**src/sv/msme_pkg.sv**
```systemverilog
// Shared constants, types and address helper for the multi-stack move engine.
// No dependencies.
package msme_pkg;

  localparam int NUM_STACKS  = 9;
  localparam int STACK_DEPTH = 256;

  localparam int FLD_W  = 4;
  localparam int CNT_W  = 9;
  localparam int DATA_W = 8;
  localparam int STK_W  = $clog2(NUM_STACKS);
  localparam int ADDR_W = $clog2(NUM_STACKS * STACK_DEPTH);

  localparam logic REQ_PUSH = 1'b0;
  localparam logic REQ_MOVE = 1'b1;

  typedef struct packed {
    logic             we;
    logic [STK_W-1:0] waddr;
    logic [CNT_W-1:0] wdata;
    logic             re;
    logic [STK_W-1:0] raddr;
  } cnt_req_t;

  function automatic logic [ADDR_W-1:0] item_addr(input logic [FLD_W-1:0] stk,
                                                  input logic [CNT_W-1:0] idx);
    item_addr = ADDR_W'(stk) * ADDR_W'(STACK_DEPTH) + ADDR_W'(idx);
  endfunction

endpackage

```
**src/sv/msme_counts.sv**
```systemverilog
// Per-stack fill counts: small memory with a valid bit per entry, registered read.
// Depends on msme_pkg.
module msme_counts (
  input  logic                    clk,
  input  logic                    rst,
  input  msme_pkg::cnt_req_t      req,
  output logic [msme_pkg::CNT_W-1:0] rdata
);
  import msme_pkg::*;

  logic [CNT_W-1:0]      mem [NUM_STACKS];
  logic [NUM_STACKS-1:0] vld;

  always_ff @(posedge clk) begin
    if (rst) begin
      vld <= '0;
    end else if (req.we && (int'(req.waddr) < NUM_STACKS)) begin
      vld[req.waddr] <= 1'b1;
    end
  end

  always_ff @(posedge clk) begin
    if (req.we && (int'(req.waddr) < NUM_STACKS)) begin
      mem[req.waddr] <= req.wdata;
    end
    if (req.re) begin
      if ((int'(req.raddr) < NUM_STACKS) && vld[req.raddr]) begin
        rdata <= mem[req.raddr];
      end else begin
        rdata <= '0;
      end
    end
  end

endmodule

```
**config.mk**
```make
export PLATFORM = sky130hd
export DESIGN_NAME = msme_counts
export DESIGN_NICKNAME = d
export VERILOG_FILES = /design/src/sv/msme_pkg.sv /design/src/sv/msme_counts.sv
export SDC_FILE = /design/constraint.sdc
export NUM_CORES = 1
export LEC_CHECK = 0
export BUFFER_PORTS_ARGS = -buffer_cell sky130_fd_sc_hd__buf_4
export CAP_MARGIN = 20
export CORE_MARGIN = 5
export CORE_UTILIZATION = 30
export CTS_CLUSTER_SIZE = 10
export DETAILED_ROUTE_END_ITERATION = 6
export GPL_TIMING_DRIVEN = 0
export SLEW_MARGIN = 20
export SYNTH_ARGS = -nofsm -noshare
export SYNTH_HDL_FRONTEND = slang
export SYNTH_SLANG_ARGS = --single-unit
```
**constraint.sdc**
```tcl
create_clock -name clk -period 3.35 [get_ports clk]
set_clock_uncertainty 0.15 [all_clocks]
set_input_delay 0.1675 -clock clk [delete_from_list [all_inputs] [get_ports clk]]
set_output_delay 0.1675 -clock clk [all_outputs]
set_load 0.02 [all_outputs]
```
-- Word level (Yosys, flattened, before mapping)
Memories as Yosys holds them, arrays and structs flattened. A register that Yosys moved wholly into a read port is not among the register bits.
Index checks and enable logic that the tools add are counted.
- flip-flop bits (word level): 9
- memory bits (writable): 81
- input bits: 21
- output and inout bits: 9
- logic and storage cells: 18
- memories: 1
- order comparisons: 5
- muxes and demuxes: 6
- bitwise logic cells: 1
- reductions and logical operators: 4
- memories (name ; words ; bits a word ; rd ports ; clocked after Yosys merged registers in ; write ports ; line ; text):
    mem ; 9 ; 9 ; 1 ; 1 ; 1 ; msme_counts.sv:11 ; logic [CNT_W-1:0] mem [NUM_STACKS];
- operator list (kind ; count):
    less-than comparator 4 x 5 -> 1 bit, second input constant ; 2
    OR 9 bit ; 1
    less-than comparator 4 bit, second input constant ; 2
    binary-select mux 1 bit (select 4 bit) ; 1
    demux 1 bit (select 4 bit) ; 1
    greater-or-equal comparator 4 x 1 -> 1 bit, second input constant ; 1
    two-way mux 1 bit ; 4
    logical AND 1 bit ; 3
    zero test 1 bit ; 1

-- Logic depth before layout (Yosys ltp)
- word-level depth: 5
- depth in mapped cells: 5
- mapped depth without buffers: 3

-- Worst setup path after synthesis
OpenSTA, ideal clock, no wires.
- path type: input port to flip-flop
- start point: input port req[18] (netlist name)
- end point: memory mem[0][0], enable pin
- library setup time: 0.387 ns
- arrival: 1.124 ns
- required time: 2.813 ns
- slack: 1.689 ns
- cell stages on the path: 3
- path buffers: 0
- path through: nor2b_1 -> nand2b_1 -> nor3_1
- word-level cells in the longest chain between the ends: 3
- ends and longest elaborated chain (element ; line ; text):
    start: declaration ; msme_counts.sv:6 ; input msme_pkg::cnt_req_t req,
    logical AND 1 bit ; msme_counts.sv:23 ; if (req.we && (int'(req.waddr) < NUM_STACKS)) begin
    two-way mux 1 bit ; msme_counts.sv:23 ;
    two-way mux 1 bit (not written as such) ; msme_counts.sv:24 ; mem[req.waddr] <= req.wdata;
    end: declaration ; msme_counts.sv:11 ;
Every way passes these cells.

-- Worst setup path after layout
- start point: input port req[17] (netlist name)
- end point: memory mem[7][3], enable pin
- word-level cells in the longest chain between the ends: 4
- ends and longest elaborated chain (element ; line):
    less-than comparator 4 bit ; msme_counts.sv:23
    logical AND 1 bit ; msme_counts.sv:23
    two-way mux 1 bit ; msme_counts.sv:23
    two-way mux 1 bit (not written as such) ; msme_counts.sv:24
Parallel ways exist; a longest one is shown, timed or not.

==> reports/summary.txt <==
OUTCOME
--------------------------------------------------------------------------------------------------------
Run status                                                                                  complete, no violations

ROUTE
--------------------------------------------------------------------------------------------------------
First-iteration detailed-routing DRC count                                                           113
Number of vias in the routed layout                                                                 2032
Number of vias per cell                                                                            4.726
Per-cell routed wire length                                                                     18.76 µm
Remaining number of nets flagged by the antenna check after routing                                    0
Post-detailed-routing wire length                                                                8066 µm
Number of optimization iterations in the first detailed-route pass                                     4
DRC viols                                                                                              0

SYNTHESIS
--------------------------------------------------------------------------------------------------------
Count of yosys warnings during synthesis                                                               0
Most used flip-flop cell after synthesis                                                    sky130_fd_sc_hd__edfxtp_1
Post-synthesis register bit count                                                                     99
Complex-gate fraction of the synthesized area                                                     5.581%
Dominant combinational cell family by area after synthesis                                  multiplexers
Sequential share of the synthesized area                                                          74.32%
Total standard cell area after synthesis                                                        3879 µm²
Number of nets produced by synthesis                                                                 225
Portion of netlist area occupied by mux cells                                                     12.32%
Post-synthesis share of cell area spent on xor and xnor gates                                         0%
Number of flops mapped to enable cells by yosys                                                       90
Share of synthesized registers carrying an async set or reset                                         0%
Area share of fa/ha/maj cells after synthesis                                                         0%
Number of distinct library cells after synthesis                                                      29
Post-Synthesis Cells                                                                                 204
Simple logic cell fraction of the synthesized area                                                5.935%
Mean post-synth cell area                                                                      19.01 µm²

RUN
--------------------------------------------------------------------------------------------------------
Count of maximum capacitance violations                                                                0

CLOCK NETWORK
--------------------------------------------------------------------------------------------------------
Clock sink count                                                                                      99
Max Buffers Root-to-Sink                                                                               2
Cts bufs inserted                                                                                      9
Number of buffers added for setup after CTS                                                            0
Clock Root Buffer                                                                           sky130_fd_sc_hd__clkbuf_16
Post-CTS clock slew at the launch and capture registers of the worst setup and hold paths        0.06 ns
Clock network latency to the later pin of the worst-skew pair                                    0.34 ns
CTS H-Tree Depth                                                                                       3
TritonCTS clock tree                                                                                 yes

STA
--------------------------------------------------------------------------------------------------------
Portion of the clock cycle consumed by the worst path in the final layout                         64.09%
Final number of max-transition violations                                                              0
Hold slack                                                                                    0.02819 ns
Relative slew slack                                                                               27.01%
Number of setup violations in the final report                                                         0
Hold Violations, Final                                                                                 0
Achievable frequency                                                                           465.7 MHz
Setup tns final                                                                                     0 ns
Unrepaired setup endpoints after global routing                                                       no
Slew of the pin with the lowest slew margin                                                     1.091 ns
Minimum clock period after layout                                                               2.147 ns

GLOBAL ROUTING
--------------------------------------------------------------------------------------------------------
Remaining global-route overflow                                                                        0
Via count of the first global-routing pass                                                          2112
Pin count of the biggest net entering global routing                                                  17
Tot GR Track Use                                                                                  11.17%
Initial antenna violation count                                                                        0
Global-route wire length before repair                                                          12360 µm

DIE
--------------------------------------------------------------------------------------------------------
Core Area                                                                                      12670 µm²
Number of placed I/O pins                                                                             30
Floorplan die area                                                                             15300 µm²
Starting density of the core                                                                      30.61%
Chip width                                                                                      123.7 µm
Row cnt                                                                                               41
Die Span Y                                                                                      123.7 µm

CELLS AND AREA
--------------------------------------------------------------------------------------------------------
Final net count                                                                                      274
Antenna diode count                                                                                    0
Share of post-route cells with drive strength above 1                                             24.42%
Area Overhead vs Synth                                                                            22.71%

CRITICAL PATH
--------------------------------------------------------------------------------------------------------
WP data arrival                                                                                  1.96 ns
Setup crit start kind                                                                         input port
Worst-path maximum fanout                                                                              9
Setup CP Type                                                                               input port to flip-flop
Element type at the critical path end                                                          flip-flop
Required @ worst endpoint                                                                        3.16 ns

PLACEMENT
--------------------------------------------------------------------------------------------------------
Port Buffers                                                                                          25
RD Place Congestion                                                                               0.7674
Final HPWL from detailed placement                                                               5161 µm

POWER AND IR DROP
--------------------------------------------------------------------------------------------------------
Static power due to leakage                                                                     1.573 nW
Internal Pwr Total                                                                            0.002181 W
Logic pwr share                                                                                     6.3%
Power per cell area                                                                         570.8 nW/µm²
IR Drop Worst-Case VDD                                                                         0.4021 mV
Switching part of the total                                                                       19.71%
P_sw                                                                                         0.0005355 W
Clk network pwr share                                                                              42.8%
Sequential share of power                                                                          50.9%

WORST HOLD PATH
--------------------------------------------------------------------------------------------------------
Worst hold path type                                                                        input port to flip-flop

logic make-up (layout without fill, tap and decap cells):
logic type,Yosys count,in the layout
AO/OA/AOI/OAI,29,29
buffers and inverters,12,66
flip-flops,99,99
multiplexers,21,21
AND/OR/NAND/NOR,43,43
through the flow:
stage               util, %  instances  cell area, µm²  setup slack, ns  total power [W]
floorplan                 -        204            3879            1.689         0.001499
global placement      33.79        401            4282           0.8565         0.001567
detailed placement    33.99        403            4307            1.172         0.001573
CTS                   37.54        430            4757            1.121         0.002744
global route          37.56        430            4760            1.152         0.002808
finish                37.56        430            4760            1.203         0.002717
cells in the final DEF, fill, tap and decap left out, drive strengths merged, types with 4 or more instances in the layout:
master	synthesis	layout
buf	5	32
a211oi	9	9
a221oi	9	9
dfxtp	9	9
clkbuf	6	15
mux4	19	19
edfxtp	90	90
dlygate4sd3	0	11
and2	9	9
a21oi	6	6
nor2b	4	4
nor2	19	19
power by group through the flow:
| stage | clock network (W) | registers, W | logic, W |
|---|---|---|---|
| 5_1_grt | 0.00124 | 0.00139 | 0.000184 |
| 3_3_place_gp | 0 | 0.00141 | 0.000157 |
| 6_report | 0.00116 | 0.00138 | 0.000170 |
| 4_1_cts | 0.00119 | 0.00138 | 0.000173 |
| 3_5_place_dp | 0 | 0.00141 | 0.000162 |
| 2_1_floorplan | 0 | 0.00142 | 0.0000804 |
critical path, stage by stage:
cell and delay, ns:
sky130_fd_sc_hd__dlygate4sd3_1 0.53, sky130_fd_sc_hd__buf_4 0.15, sky130_fd_sc_hd__nand3b_1 0.25, sky130_fd_sc_hd__nor2_1 0.85
state kept, by name (all words and copies together), names as in the netlist:
signal,flops
mem,81
rdata,9
vld,9
synth_stat cells, drive strengths merged (2+ instances only):
cell | instances | area share [%]
a211oi | 9 | 1.7
a21oi | 6 | 0.77
a221oi | 9 | 2.0
a31oi | 3 | 0.48
and2 | 9 | 1.5
buf | 5 | 0.90
clkbuf | 6 | 0.84
dfxtp | 9 | 4.6
edfxtp | 90 | 70
mux2i | 2 | 0.52
mux4 | 19 | 12
nand2b | 3 | 0.48
nor2 | 19 | 1.9
nor2b | 4 | 0.65
nor3 | 2 | 0.26
layout make-up:
type	count	area (µm²)
timing repair buffer	38	312.8
clock buffer	9	225.2
multi-input combinational	93	937.1
clock inverter	7	115.1
tap	172	215.2
fill	1171	7911
sequential	99	2883
inverter	1	3.754
buffer	11	67.56
final timing paths:
| path | slack (ns) | start | to | cells past startpoint |
|---|---|---|---|---|
| max reg2reg | 1.37 | vld[5] | rdata[3] | 3 |
| min | 0.03 | rst | vld[3] | 2 |
| max | 1.20 | req[17] | mem[7][3] | 4 |
| min reg2reg | 0.32 | vld[3] | vld[3] | 2 |
per-layer routing:
metal  global-route usage (%)  vias to the layer above  part of all wire [%]
met5                        0                        -                     0
met4                    3.529                        0                   1.0
met3                    3.134                        8                   4.7
met2                    17.67                       45                    51
met1                    14.96                     1043                    43
li1                         -                      936                     -
timing repair:
action                     in CTS  in global routing
gates resized for setup         0                  0
hold endpoints to repair       91                  0
setup endpoints to repair       0                  0
hold buffers                   11                  0
Note: power is estimated with default switching activity, not from simulation.
