==> src/sv/msme_ram.sv <==
// Generic simple dual-port RAM: one write port, one registered read port.
// No dependencies.
module msme_ram #(
  parameter int DEPTH = 16,
  parameter int WIDTH = 8
) (
  input  logic                     clk,
  input  logic                     we,
  input  logic [$clog2(DEPTH)-1:0] waddr,
  input  logic [WIDTH-1:0]         wdata,
  input  logic                     re,
  input  logic [$clog2(DEPTH)-1:0] raddr,
  output logic [WIDTH-1:0]         rdata
);

  logic [WIDTH-1:0] mem [DEPTH];

  always_ff @(posedge clk) begin
    if (we) begin
      mem[waddr] <= wdata;
    end
    if (re) begin
      rdata <= mem[raddr];
    end
  end

endmodule

==> config.mk <==
export PLATFORM = sky130hd
export DESIGN_NAME = msme_ram
export DESIGN_NICKNAME = d
export VERILOG_FILES = /design/src/sv/msme_ram.sv
export SDC_FILE = /design/constraint.sdc
export NUM_CORES = 1
export LEC_CHECK = 0
export BUFFER_PORTS_ARGS = -buffer_cell sky130_fd_sc_hd__buf_2
export CORE_UTILIZATION = 55
export DETAILED_ROUTE_END_ITERATION = 8
export PLACE_DENSITY = 0.73
export SYNTH_ARGS = -nofsm -noshare
export SYNTH_HDL_FRONTEND = slang
export SYNTH_SLANG_ARGS = --single-unit
==> constraint.sdc <==
create_clock -name clk -period 2.4 [get_ports clk]
set_input_delay 0.24 -clock clk [delete_from_list [all_inputs] [get_ports clk]]
set_output_delay 0.24 -clock clk [all_outputs]
set_load 0.02 [all_outputs]
# Word-level counts from Yosys, hierarchy flattened
# Memories as Yosys holds them, arrays and structs flattened. A register that Yosys moved wholly into a read port is not among the register bits.
# Cells that the tools add are included.
[classes] muxes=2
[ops] op="2-to-1 mux 1 bit" n=2
[word_totals] reg_bits=0 mem_bits_rw=128 out_inout_bits=8 wordCells=3 memories=1
[memory_table] name="mem" words=16 word_bits=8 read_ports=1 rd_ports_with_merged_regs=1 wr=1 line="16" rtl="logic [WIDTH-1:0] mem [DEPTH];"

# Longest topological paths before layout
# Gate-level depths: netlist (run 1).
[logic_depth] word_depth=2 depth_mapped=5 depth_no_buf=3

# Least setup slack after synthesis (run 1)
# OpenSTA, ideal clock, no wires.
[synth_path] kind="input-to-reg" startpoint="in waddr[2]" endpoint="mem mem[0][0], enable pin" arrival_ns=1.350 path_slack_ns=0.667 path_stages=2 path_buffers=0 cell_sequence="or3b_2 nor3_1"
[synth_lines] element="start, declared" line="9" rtl="input logic [$clog2(DEPTH)-1:0] waddr,"
[synth_lines] element="end, declared" line="16"
# Straight into the memory's write port.

==> results of run 1 <==
report_power, final:
group / total [mW] / internal [mW] / switching [mW] / leakage (nW)
Combinational: 0.258 / 0.106 / 0.152 / 0.582
Sequential: 2.69 / 2.68 / 0.0140 / 1.24
Clock: 2.49 / 1.57 / 0.915 / 0.270
Total: 5.44 / 4.36 / 1.08 / 2.09
worst max-delay path, delay by kind of cell (launching register included):
family             cells  cell delay (ps)
AOI/OAI and AO/OA      1              260
DFF                    1              360
muxes                  1              550
and+or+nand+nor        1              110
cell usage after synthesis:
cell type / count / share of area (%)
nand2_1: 9 / 0.65
nor3_1: 4 / 0.38
buf_6: 3 / 0.65
nor2b_1: 1 / 0.12
clkdlybuf4s25_2: 3 / 0.57
buf_2: 3 / 0.29
nor2_1: 13 / 0.93
mux4_1: 14 / 7.0
buf_4: 1 / 0.14
and2_1: 1 / 0.12
or3b_2: 1 / 0.17
a22oi_1: 16 / 2.3
nand2b_1: 2 / 0.24
edfxtp_1: 136 / 78
nand3_1: 1 / 0.096
mux4_2: 18 / 7.8
nand3b_1: 2 / 0.29
and2b_1: 1 / 0.14
through the flow:
step / instance area, µm² / utilization [%] / hold slack (ps) / setup slack (ps)
6_report: 6178 / 66.87 / 105.2 / 873.0
4_1_cts: 6178 / 66.87 / 83.10 / 838.9
3_3_place_gp: 5605 / 60.66 / 611.8 / 391.8
2_1_floorplan: 5228 / - / 338.9 / 667.1
5_1_grt: 6178 / 66.87 / 84.49 / 799.0
3_5_place_dp: 5605 / 60.66 / 622.0 / 379.0
kinds of logic after synthesis:
family / share of synthesized area, %
DFF: 78.12
AOI/OAI and AO/OA: 2.298
and+or+nand+nor: 3.136
buffers and inverters: 1.651
muxes: 14.79
routing by layer:
metal / up-vias / track usage [%] / share of wire, %
li1: 1087 / - / -
met1: 1255 / 32.15 / 43
met2: 94 / 33.44 / 48
met3: 14 / 6.887 / 6.6
met4: 0 / 10.63 / 1.9
met5: - / 0 / 0
worst paths after layout:
kind | endpoint | slack (ps)
worst max-delay path | rdata[2] | 870
worst min-delay path | mem[15][1] | 110
worst max register to register | rdata[2] | 870
worst min register to register | rdata[3] | 760
sequential cells by signal (all words and copies together), names as in the netlist:
register  count
rdata         8
mem         128
layout make-up:
| class | instances | area [µm²] | share of cell area [%] |
|---|---|---|---|
| well taps | 129 | 161.4 | 2.612 |
| multi-input cells | 83 | 1057 | 17.11 |
| repair buffers | 44 | 302.8 | 4.901 |
| clock inverters | 12 | 151.4 | 2.450 |
| clock buffers | 19 | 421.7 | 6.825 |
| flip-flops and latches | 136 | 4084 | 66.10 |
==> summary.log, run 1 <==
qor: status.status complete, no violations
qor: floorplan.ioPinCount 27
qor: finish.antenna_cells_inserted 0
qor: clock_network.cts_post_setup_buffers_inserted 0
qor: floorplan.initial_utilization 56.57%
qor: clock_network.cts_max_path_buffers 2
qor: finish.layout_commonest_cell edfxtp_1
qor: pwr.p_total 5.437 mW
qor: routing.drt-vias-per-instance 5.792
qor: critical_path.cp.required 2660 ps
qor: critical_path.crit_path_start mem[6][2]
qor: floorplan.die-area 9898 µm²
qor: finish.design.final.nets 301
qor: run.maxCapViolations 0
qor: sta.grt_setup_unrepaired false
qor: sta.slew_violations 0
qor: logic_synthesis.synthesis.area 5228 µm²
qor: clock_network.cts_resized 0
qor: pwr.static-leakage-power 2.088 nW
qor: finish.drive_above_1_share 30.61%
qor: sta.layout_worst_path_cycle_share 63.62%
qor: placed_design.finalWeightedCongestion 0.8221
qor: critical_path.worstPathArrival 1780 ps
qor: routing.final_routed_drc_violation_total 0
qor: sta.max_slew_margin 46.29%
qor: floorplan.placementRows 35
qor: routing.vias 2450
qor: logic_synthesis.netlist_instances 229
qor: placed_design.numPortBuffers 26
qor: clock_network.root_buffer clkbuf_8
qor: sta.worst_pin_slew 802.6 ps
qor: critical_path.timing.rr.start mem[6][2]
qor: logic_synthesis.synth.distinct_cells 18
qor: critical_path.timing.setup.critical_path_class reg -> reg
qor: floorplan.floorplan.die.width 99.49 µm
qor: critical_path.slowest_stage mux4_1
qor: finish.layout-area-overhead-vs-synth 18.19%
qor: placed_design.dpl.hpwl 6.244 mm
qor: clock_network.worst_setup_hold_path_clk_slew 60 ps
qor: clock_network.holdBufCountCts 0
qor: clock_network.cts.htree.levels 4
qor: worst_hold_path.min_from wdata[1]
qor: placed_design.placed_cells_incl_taps 392
qor: worst_hold_path.timing.hold.worst_path_depth 1
qor: routing.drt_first_pass_iters 5
qor: logic_synthesis.ys_seq_area_share 78.12%
qor: logic_synthesis.synthesis.nets 248
qor: grt.gr-total-overflow 0
qor: grt.grt_max_degree 24
qor: grt.first_global_vias 2531
qor: sta.period_needed 1527 ps
qor: pwr.ir_worst_vdd 461.7 µV
qor: clock_network.clk-insertion-delay-late 510 ps
qor: worst_hold_path.hold_path.class in -> reg
qor: grt.grt_antenna_before_repair 0
qor: sta.fmax 654.9 MHz
qor: finish.finalNonFillerCells 423
qor: critical_path.reg2regPathDepth 3
qor: finish.nFillCells 573
qor: routing.drt_iter0_drc 201
qor: floorplan.core 9240 µm²
qor: sta.timing.final.hold_violations 0
qor: logic_synthesis.synthesis.area_per_instance 22.83 µm²
qor: routing.finalWirelength 9.829 mm
qor: routing.routedWlPerCell 23.24 µm
qor: floorplan.die_height 99.49 µm
qor: critical_path.critPathCaptureType flop
qor: grt.global_routing_usage_summed_across_all_routing_layers 22.84%
qor: clock_network.numCtsBuffers 17
qor: sta.clock-skew-final 8.225 ps
qor: logic_synthesis.ys_seq_elements 136
qor: clock_network.cts.sinks 136
qor: finish.layout.cells.most_common_list 136 x edfxtp_1, 26 x buf_2, 18 x mux4_2
qor: critical_path.cp_max_fanout 1
qor: critical_path.timing.critical_path.slowest_cell_delay 550 ps
qor: clock_network.tritoncts done
qor: sta.timing.final.setup_violations 0
qor: critical_path.timing.critical_path.cells mux4_1 > a22oi_1 > nand2_1
qor: routing.final_antenna_net_count 0
qor: logic_synthesis.synth-warning-count 0
qor: pwr.power_density 880.0 nW/µm²
qor: critical_path.worst_setup_path_start_kind flop
qor: grt.grt_first_pass_wirelength 15.10 mm
qor: sta.final.setup.tns 0 ps
Power figures use the tool's default switching activity.
==> inputs of run 2 (changes only) <==
Clock period 2.4 ns to 1.45 ns, I/O delays scaled along.
==> summary.log, run 2 (synthesized netlist as in run 1, its figures left out) <==
qor: status.status complete, no violations
qor: routing.vias 2480
qor: grt.global_routing_usage_summed_across_all_routing_layers 22.57%
qor: routing.drt_iter0_drc 196
qor: sta.timing.final.hold_violations 0
qor: critical_path.cp_num_cells 3
qor: sta.timing.final.setup_violations 0
qor: grt.first_global_vias 2608
qor: finish.total_area_of_multi_input_combinational_cells 1096 µm²
qor: routing.drt_first_pass_iters 5
qor: clock_network.cts_post_setup_buffers_inserted 0
qor: placed_design.dpl.hpwl 6.205 mm
qor: floorplan.ioPinCount 27
qor: pwr.ir_worst_vdd 765.3 µV
qor: critical_path.critical-path-top-delay-family multiplexers
qor: pwr.p_total 8.991 mW
qor: clock_network.cts_max_path_buffers 2
qor: critical_path.cp.required 1720 ps
qor: grt.grt_antenna_before_repair 0
qor: critical_path.timing.critical_path.slowest_cell_delay 510 ps
qor: critical_path.timing.critical_path.cells mux4_2 > a22oi_2 > nand2_1
qor: clock_network.numCtsBuffers 17
qor: critical_path.timing.setup.critical_path_class reg -> reg
qor: routing.final_routed_drc_violation_total 0
qor: finish.storage_element_area 4084 µm²
qor: critical_path.rr_endpoint rdata[1]
qor: critical_path.timing.rr.start mem[10][1]
qor: floorplan.initial_utilization 56.57%
qor: grt.grt_first_pass_wirelength 14.99 mm
qor: clock_network.cts.sinks 136
qor: finish.largest_register_ffs 128
qor: finish.layout_commonest_cell edfxtp_1
qor: finish.layout-area-overhead-vs-synth 20.51%
qor: finish.layout.core_utilization 68.18%
qor: sta.fmax 694.5 MHz
qor: sta.layout_worst_path_cycle_share 99.30%
qor: sta.slew_violations 0
qor: finish.antenna_cells_inserted 0
qor: clock_network.cts.htree.levels 4
qor: placed_design.numPortBuffers 26
qor: critical_path.worstPathArrival 1710 ps
qor: critical_path.rrSetupSlack 10 ps
qor: critical_path.critical_path.endpoint rdata[1]
qor: worst_hold_path.hold_path.class in -> reg
qor: sta.max_slew_margin 42.22%
qor: routing.routedWlPerCell 23.02 µm
qor: critical_path.slowest_stage mux4_2
qor: finish.nFillCells 559
qor: sta.period_needed 1440 ps
qor: finish.top_register mem
qor: critical_path.timing.critical_path.buf_inv 0
qor: finish.layout.cells.most_common_list 136 x edfxtp_1, 26 x buf_2, 25 x mux4_2
qor: grt.grt_max_degree 19
qor: grt.gr-total-overflow 0
qor: sta.grt_setup_unrepaired true
qor: clock_network.clk-insertion-delay-late 520 ps
qor: sta.worst_pin_slew 863.5 ps
qor: critical_path.cp_max_fanout 1
qor: critical_path.critPathCaptureType flop
qor: sta.clock-skew-final 7.721 ps
qor: floorplan.floorplan.die.width 99.49 µm
qor: placed_design.finalWeightedCongestion 0.7433
qor: routing.final_antenna_net_count 0
qor: finish.registers_with_the_most_flip_flops mem (128), rdata (8)
qor: finish.design.final.nets 310
qor: pwr.power_density 1427 nW/µm²
qor: clock_network.worst_setup_hold_path_clk_slew 60 ps
qor: finish.drive_above_1_share 39.47%
qor: run.maxCapViolations 0
qor: routing.drt-vias-per-instance 5.727
qor: critical_path.worst_setup_path_start_kind flop
qor: pwr.static-leakage-power 2.113 nW
qor: floorplan.placementRows 35
qor: routing.finalWirelength 9.969 mm
qor: critical_path.reg2regPathDepth 3
qor: clock_network.tritoncts done
qor: floorplan.die_height 99.49 µm
qor: critical_path.crit_path_start mem[10][1]
qor: floorplan.core 9240 µm²
qor: floorplan.die-area 9898 µm²
qor: clock_network.root_buffer clkbuf_8
-- run 2: cell types whose count changed in the layout (fill, tap and decap cells not counted), moves of 2 or more --
| cell | before | now |
|---|---|---|
| a22oi_1 | 16 | 4 |
| a22oi_2 | 0 | 12 |
| buf_4 | 15 | 20 |
| clkinv_1 | 2 | 0 |
| clkinv_2 | 1 | 3 |
| clkinv_4 | 1 | 4 |
| dlygate4sd3_1 | 0 | 3 |
| mux4_1 | 14 | 7 |
| mux4_2 | 18 | 25 |
-- run 2: final cells by class --
type | instances | share of cell area, %
clock inverters | 14 | 2.383
clock buffers | 18 | 6.634
well taps | 129 | 2.562
multi-input cells | 83 | 17.40
flip-flops and latches | 136 | 64.83
repair buffers | 53 | 6.197
-- run 2: worst min path at each step --
stage	from	to	cells past startpoint
after floorplan	wdata[0]	mem[0][0]	0
after global placement	re	rdata[0]	1
after detailed placement	re	rdata[2]	1
after CTS	wdata[6]	mem[0][6]	1
after global routing	wdata[2]	mem[5][2]	1
final	wdata[7]	mem[15][7]	1
-- run 2: through the flow --
step / instance area [µm²] / hold WS [ps] / worst slack (ps) / instances / setup TNS (ps)
3_5_place_dp: 5668 / 511.5 / -229.5 / 398 / -1573
3_3_place_gp: 5668 / 510.1 / -213.0 / 398 / -1401
5_1_grt: 6300 / 2.368 / -19.81 / 433 / -19.81
2_1_floorplan: 5233 / 243.9 / 22.59 / 229 / 0
6_report: 6300 / 14.85 / 10.15 / 433 / 0
4_1_cts: 6289 / 2.958 / 1.162 / 433 / 0
-- run 2: routing by layer --
metal  vias up  global-route usage (%)  share of wire (%)
met3        11                   7.027                6.2
met2        95                   36.32                 51
li1       1095                       -                  -
met4         0                   8.145                1.0
met5         -                       0                  0
met1      1279                   29.51                 42
-- run 2: timing repair --
item | CTS | global route
hold buffers | 3 | 0
pin swaps | 0 | 1
resized for setup | 8 | 11
endpoints found under the hold margin | 20 | 0
endpoints found under the setup margin | 5 | 6
-- run 2: power breakdown --
group / leakage, nW / total (mW) / switching, mW / internal (mW)
Clock: 0.272 / 4.06 / 1.61 / 2.45
Sequential: 1.24 / 4.46 / 0.0255 / 4.43
Combinational: 0.605 / 0.470 / 0.264 / 0.207
Total: 2.11 / 8.99 / 1.90 / 7.09
